$ cat config.mk
export PLATFORM = sky130hd
export DESIGN_NAME = qpa_tail
export DESIGN_NICKNAME = d
export VERILOG_FILES = /design/src/hw/rtl/qpa_pkg.sv /design/src/hw/rtl/qpa_tail.sv
export SDC_FILE = /design/constraint.sdc
export NUM_CORES = 1
export LEC_CHECK = 0
export BUFFER_PORTS_ARGS = -buffer_cell sky130_fd_sc_hd__buf_4
export CAP_MARGIN = 20
export CORE_AREA = 2 2 103 105
export DETAILED_ROUTE_END_ITERATION = 7
export DIE_AREA = 0 0 105 107
export PLACE_DENSITY = 0.9
export SLEW_MARGIN = 5
export SYNTH_ARGS = -nofsm -noshare
export SYNTH_HDL_FRONTEND = slang
export SYNTH_SLANG_ARGS = --single-unit
$ cat constraint.sdc
create_clock -name aclk -period 4 [get_ports aclk]
set_clock_uncertainty 0.1 [all_clocks]
set_input_delay 0 -clock aclk [delete_from_list [all_inputs] [get_ports aclk]]
set_output_delay 0 -clock aclk [all_outputs]
set_load 0.01 [all_outputs]
$ cat src/hw/rtl/qpa_pkg.sv
`timescale 1ns / 1ps
`default_nettype none

package qpa_pkg;

    // Result field widths, fixed by the output format
    localparam int PERIM_W    = 19;
    localparam int AREA_W     = 33;
    localparam int OUT_DATA_W = 56;   // 19 + 33 + 1 + 1 = 54, padded to 7 bytes

    // Results that are known before the side roots, carried beside the root pipe
    typedef struct packed {
        logic [AREA_W-1:0] double_area;
        logic              is_rhombus;
    } qpa_side_t;

endpackage

`default_nettype wire

$ cat src/hw/rtl/qpa_tail.sv
`timescale 1ns / 1ps
`default_nettype none

// Output stage: perimeter sum, opposite-side test, result register.
module qpa_tail #(
    parameter int RT_W = 17
) (
    input  wire logic                        aclk,
    input  wire logic                        aresetn,
    input  wire logic                        in_valid,
    output logic                             in_ready,
    input  wire logic [3:0][RT_W-1:0]        in_root,
    input  wire qpa_pkg::qpa_side_t          in_side,
    output logic                             out_valid,
    input  wire logic                        out_ready,
    output logic [qpa_pkg::OUT_DATA_W-1:0]   out_data
);
    import qpa_pkg::*;

    localparam int PS_W = RT_W + 2;
    localparam int PX_W = (PS_W > PERIM_W) ? PS_W : PERIM_W;
    localparam int TS_W = RT_W + 1;

    logic                  valid_reg;
    logic [PERIM_W-1:0]    perim_reg;
    qpa_side_t             side_reg;
    logic                  tang_reg;

    logic [PX_W-1:0]       perim_full;
    logic [TS_W-1:0]       sum_ac, sum_bd;

    assign in_ready = !valid_reg || out_ready;

    always_comb begin
        perim_full = PX_W'(PS_W'(in_root[0]) + PS_W'(in_root[1]) +
                           PS_W'(in_root[2]) + PS_W'(in_root[3]));
        sum_ac     = TS_W'(in_root[0]) + TS_W'(in_root[2]);
        sum_bd     = TS_W'(in_root[1]) + TS_W'(in_root[3]);
    end

    always_ff @(posedge aclk) begin
        if (!aresetn) begin
            valid_reg <= 1'b0;
        end else if (in_ready) begin
            valid_reg <= in_valid;
        end
    end

    always_ff @(posedge aclk) begin
        if (in_ready) begin
            perim_reg <= perim_full[PERIM_W-1:0];
            side_reg  <= in_side;
            tang_reg  <= (sum_ac == sum_bd);
        end
    end

    assign out_valid = valid_reg;
    assign out_data  = {2'b00, tang_reg, side_reg.is_rhombus,
                        side_reg.double_area, perim_reg};

endmodule

`default_nettype wire

## Yosys cells after proc, flatten, opt, wreduce, memory -nomap -nowiden

Index checks and enable logic that the tools add are counted.

- $add $sub $neg: 5
- Eq/ne operators: 1
- Reductions and logical operators: 2

Operators with widths:

| cell | count |
|---|---|
| adder 17 x 17 -> 18 bit | 3 |
| adder 18 x 17 -> 19 bit | 1 |
| adder 19 x 17 -> 19 bit | 1 |
| equality test 18 bit | 1 |
| zero test 1 bit | 1 |
| logical OR 1 bit | 1 |

- Flip-flop bits (word level): 55

## Logic depth before layout (Yosys ltp)

- Word-level depth: 3
- Depth in mapped cells: 16
- Depth with buffers taken out: 16

## Worst setup path after synthesis

No wires, ideal clock.

- Path kind: input -> register
- From: input in_root[2] (netlist name)
- To: register perim_reg[18], data pin
- Library setup time: 0.266 ns
- Arrival: 3.164 ns
- Data required time: 3.634 ns
- Slack: 0.470 ns
- Stages: 14
- Buffers on the path: 0
- Cell sequence: inv_1 fa_1 fa_1 inv_1 ha_1 a21o_1 a21oi_1 nand2b_1 a21boi_1 a41o_1 or4_1 a31o_2 a31oi_1 o21ai_0

- Longest elaborated chain between the ends: 3

Ends and longest elaborated chain:

| what | RTL line | text |
|---|---|---|
| from (decl) | qpa_tail.sv:12 | `input wire logic [3:0][RT_W-1:0] in_root,` |
| adder 17 x 17 -> 18 bit | qpa_tail.sv:35 | `perim_full = PX_W'(PS_W'(in_root[0]) + PS_W'(in_root[1]) +` |
| adder 18 x 17 -> 19 bit | qpa_tail.sv:35 |  |
| adder 19 x 17 -> 19 bit | qpa_tail.sv:36 | `PS_W'(in_root[2]) + PS_W'(in_root[3]));` |
| via perim_full[18] | qpa_tail.sv:29 | `logic [PX_W-1:0] perim_full;` |
| to (signal assigned) | qpa_tail.sv:51 | `perim_reg <= perim_full[PERIM_W-1:0];` |
| to (decl) | qpa_tail.sv:25 | `logic [PERIM_W-1:0] perim_reg;` |

The timed path passes the listed nets, and every way through them passes these cells.
A chain may end at the register's enable or synchronous reset.

## Worst setup path after layout

Same ends and word-level chain as after synthesis.

==> results_tabular.tex <==
\begin{tabular}{lr}
\hline
Metric & Value \\
\hline
\multicolumn{2}{l}{\textbf{Clock tree}} \\
Inserted Clock Buffers & 5 \\
Clk buf depth & 2 \\
Source-to-sink clock delay at the later pin of the worst-skew pair & 0.30 ns \\
Number of buffers inserted to repair setup after CTS & 0 \\
H-tree Lvls & 2 \\
TritonCTS sink count & 55 \\
Clock-pin transition on the worst setup and hold timing paths & 0.09 ns \\
Root Buffer & clkbuf\_8 \\
Clock tree from TritonCTS & done \\
\multicolumn{2}{l}{\textbf{STA}} \\
Final TNS setup & 0 ns \\
Fin. Hold Viols & 0 \\
Relative max-transition margin & 54.74\% \\
Setup repair after global routing missed its margin & no \\
Ratio of final minimum period to clock period & 90.96\% \\
Tightest Pin Transition & 0.6788 ns \\
Minimum period implied by the final worst setup slack & 3.638 ns \\
Final-report setup violation count & 0 \\
F\_max & 274.8 MHz \\
Max Slew Vio Count & 0 \\
\multicolumn{2}{l}{\textbf{Yosys}} \\
Ranking of synthesized cells by area & edfxtp\_1 32\%, fa\_1 14\%, ha\_1 13\% \\
Post-synth design cell area & 5030 sq um \\
Mean instance size in the synthesized netlist & 10.14 sq um \\
Area leader, netlist & edfxtp\_1 \\
XOR/XNOR Fraction of Synth Area & 10.37\% \\
Number of storage elements in the synthesis netlist & 55 \\
Largest family of logic cells by synthesized area & adder cells \\
Ys async rst share & 0\% \\
Synthesized-area fraction occupied by and/or/nand/nor cells & 8.134\% \\
Number of synthesis warnings & 0 \\
Share of the yosys chip area belonging to registers & 32.64\% \\
Share of the synthesized area in the top cell type & 32.24\% \\
Number of enable-type register cells in the synthesized netlist & 54 \\
Portion of netlist area occupied by mux cells & 0.1990\% \\
Number of instances in the synthesized netlist & 496 \\
Top cell types by occurrence after synthesis & 109 x inv\_1, 54 x edfxtp\_1, 52 x ha\_1, 42 x xnor2\_1, 36 x fa\_1 \\
Area fraction in compound gates after synthesis & 12.74\% \\
Cell with the most instances after synthesis & inv\_1 \\
Area share of fa/ha/maj cells after synthesis & 27.26\% \\
Synth unique cells & 49 \\
Main flop type after synthesis & edfxtp\_1 \\
\multicolumn{2}{l}{\textbf{Setup path}} \\
Worst setup path category & in2reg \\
Startpoint types & input pin \\
Req. time, crit path & 3.95 ns \\
Max FO, Critical Path & 3 \\
Worst Setup End Kind & register \\
Data arrival time of the critical path & 3.59 ns \\
\multicolumn{2}{l}{\textbf{Global routing}} \\
Wire length of the first global-routing pass & 19.98 mm \\
GRT Util Overall & 22.23\% \\
Number of antenna violations at the first check in global routing & 0 \\
Total congestion overflow & 0 \\
Maximum number of pins on one net before global-route repair & 57 \\
Vias in the first global route & 4236 \\
\multicolumn{2}{l}{\textbf{Route}} \\
Number of vias per cell & 4.897 \\
Starting DRT DRC Count & 151 \\
Number of remaining DRC errors & 0 \\
DRT antenna net count & 0 \\
Mean routed wirelength per cell & 14.69 um \\
Final wirelength & 12.30 mm \\
Iteration count of the initial detailed-routing pass & 4 \\
Total via count in the routed design & 4099 \\
\multicolumn{2}{l}{\textbf{Final layout}} \\
Layout fillers & 776 \\
Final layout net count & 894 \\
Flip-flop count of the largest register after layout & 34 \\
Syn-to-layout area delta & 37.31\% \\
Layout cells sized above 1 & 25.96\% \\
Final non-filler cell total & 837 \\
Ant. Diodes & 0 \\
\multicolumn{2}{l}{\textbf{Placed design}} \\
Count of port buffers added during placement & 161 \\
Detail Placement HPWL & 10.01 mm \\
Cell count after placement & 792 \\
RePlAce Congestion & 0.9272 \\
\multicolumn{2}{l}{\textbf{Pwr}} \\
Leakage power summed over all cells & 3.405 nW \\
Peak VDD IR & 0.2544 mV \\
Pwr Density & 377.0 nW/um\^{}2 \\
Total power & 2.604 mW \\
\multicolumn{2}{l}{\textbf{Outcome}} \\
Outcome & finished, final reports clean \\
\multicolumn{2}{l}{\textbf{Floorplanning}} \\
Starting Density & 49.84\% \\
Number of top-level design ports & 164 \\
Vert. Die Dim & 107 um \\
Core area & 10090 sq um \\
Count of standard-cell rows & 37 \\
Die width & 105 um \\
Total Die Area & 11240 sq um \\
\multicolumn{2}{l}{\textbf{Flow run}} \\
Count of max-cap constraint violations & 0 \\
\multicolumn{2}{l}{\textbf{Worst hold path}} \\
Class of the tightest hold or removal check & in2reg \\
\hline
\end{tabular}
==> per-layer routing <==
layer	vias up	wire length, um	track usage (%)	share of wire (%)
li1	2053	-	-	-
met1	1923	5269	27.62	43
met2	108	6312	40.26	51
met5	-	0	0	0
met4	0	238	6.857	1.9
met3	15	476	2.918	3.9
==> logic make-up (layout without fill, tap and decap cells) <==
kind of cell | Yosys count | count (layout)
AOI/OAI and AO/OA | 99 | 99
xor gates and xnor gates | 58 | 58
other | 1 | 2
and+or+nand+nor | 82 | 82
muxes | 1 | 1
DFF | 55 | 55
adders and majority gates | 88 | 88
buffers and inverters | 112 | 316
==> repair_timing <==
item,CTS,global route
hold endpoints to repair,36,0
resized for setup,0,0
hold buffers,37,0
==> power breakdown <==
group | total, mW | switching [mW] | internal [mW]
clock network | 0.422 | 0.173 | 0.249
logic | 1.34 | 0.673 | 0.670
registers | 0.839 | 0.0376 | 0.801
total | 2.60 | 0.883 | 1.72
==> cell usage in the layout (no fill, tap or decap), types with 5 or more instances in the layout <==
cell and n:
fa_1 36, buf_4 162, a21o_1 13, a31oi_1 5
xnor2_1 42, clkbuf_8 5, inv_1 109, a21oi_1 33
dlygate4sd3_1 37, ha_1 52, nand2_1 20, o21ai_0 17
edfxtp_1 54, xor2_1 15, nor2_1 24, nand2b_1 10
==> final cells by class <==
class                      count  area [sq um]  share of cell area, %
tap                          136         170.2                  2.464
multi-input combinational    330          2963                  42.90
clock inverter                 3         67.56                 0.9783
sequential                    55          1642                  23.77
timing repair buffer         199          1587                  22.97
inverter                     109         409.1                  5.924
clock buffer                   5         68.82                 0.9964
==> path summary, 6_finish.rpt <==
check / start / to / slack [ns] / depth (start not counted)
setup reg to reg: out_valid$_SDFFE_PN0P_ / out_valid$_SDFFE_PN0P_ / 2.10 / 4
setup / recovery: in_root[2] / perim_reg[18]$_DFFE_PP_ / 0.36 / 15
hold / removal: in_root[34] / perim_reg[0]$_DFFE_PP_ / 0.06 / 3
hold reg to reg: out_valid$_SDFFE_PN0P_ / out_data[27]$_DFFE_PP_ / 0.90 / 2
==> stage by stage <==
stage          worst slack (ns)  hold WS, ns  util, %  area, sq um
2_1_floorplan            0.4701    -0.001131        -         5034
3_3_place_gp             0.2149      0.07840    63.41         6400
3_5_place_dp            0.09986      0.07927    63.41         6400
4_1_cts                  0.4311      0.05070    68.44         6907
5_1_grt                  0.1500      0.07823    68.44         6907
6_report                 0.3616      0.05808    68.44         6907
==> worst max-delay path, stage by stage <==
cell      delay [ns]
buf_4           0.09
inv_1           0.05
fa_1            0.51
fa_1            0.58
inv_1           0.06
ha_1            0.28
a21o_1          0.18
a21oi_1         0.23
nand2b_1        0.15
a21boi_1        0.11
a41o_1          0.29
or4_1           0.41
a31o_2          0.27
a31oi_1         0.25
o21ai_0         0.13
Power figures use the tool's default switching activity.
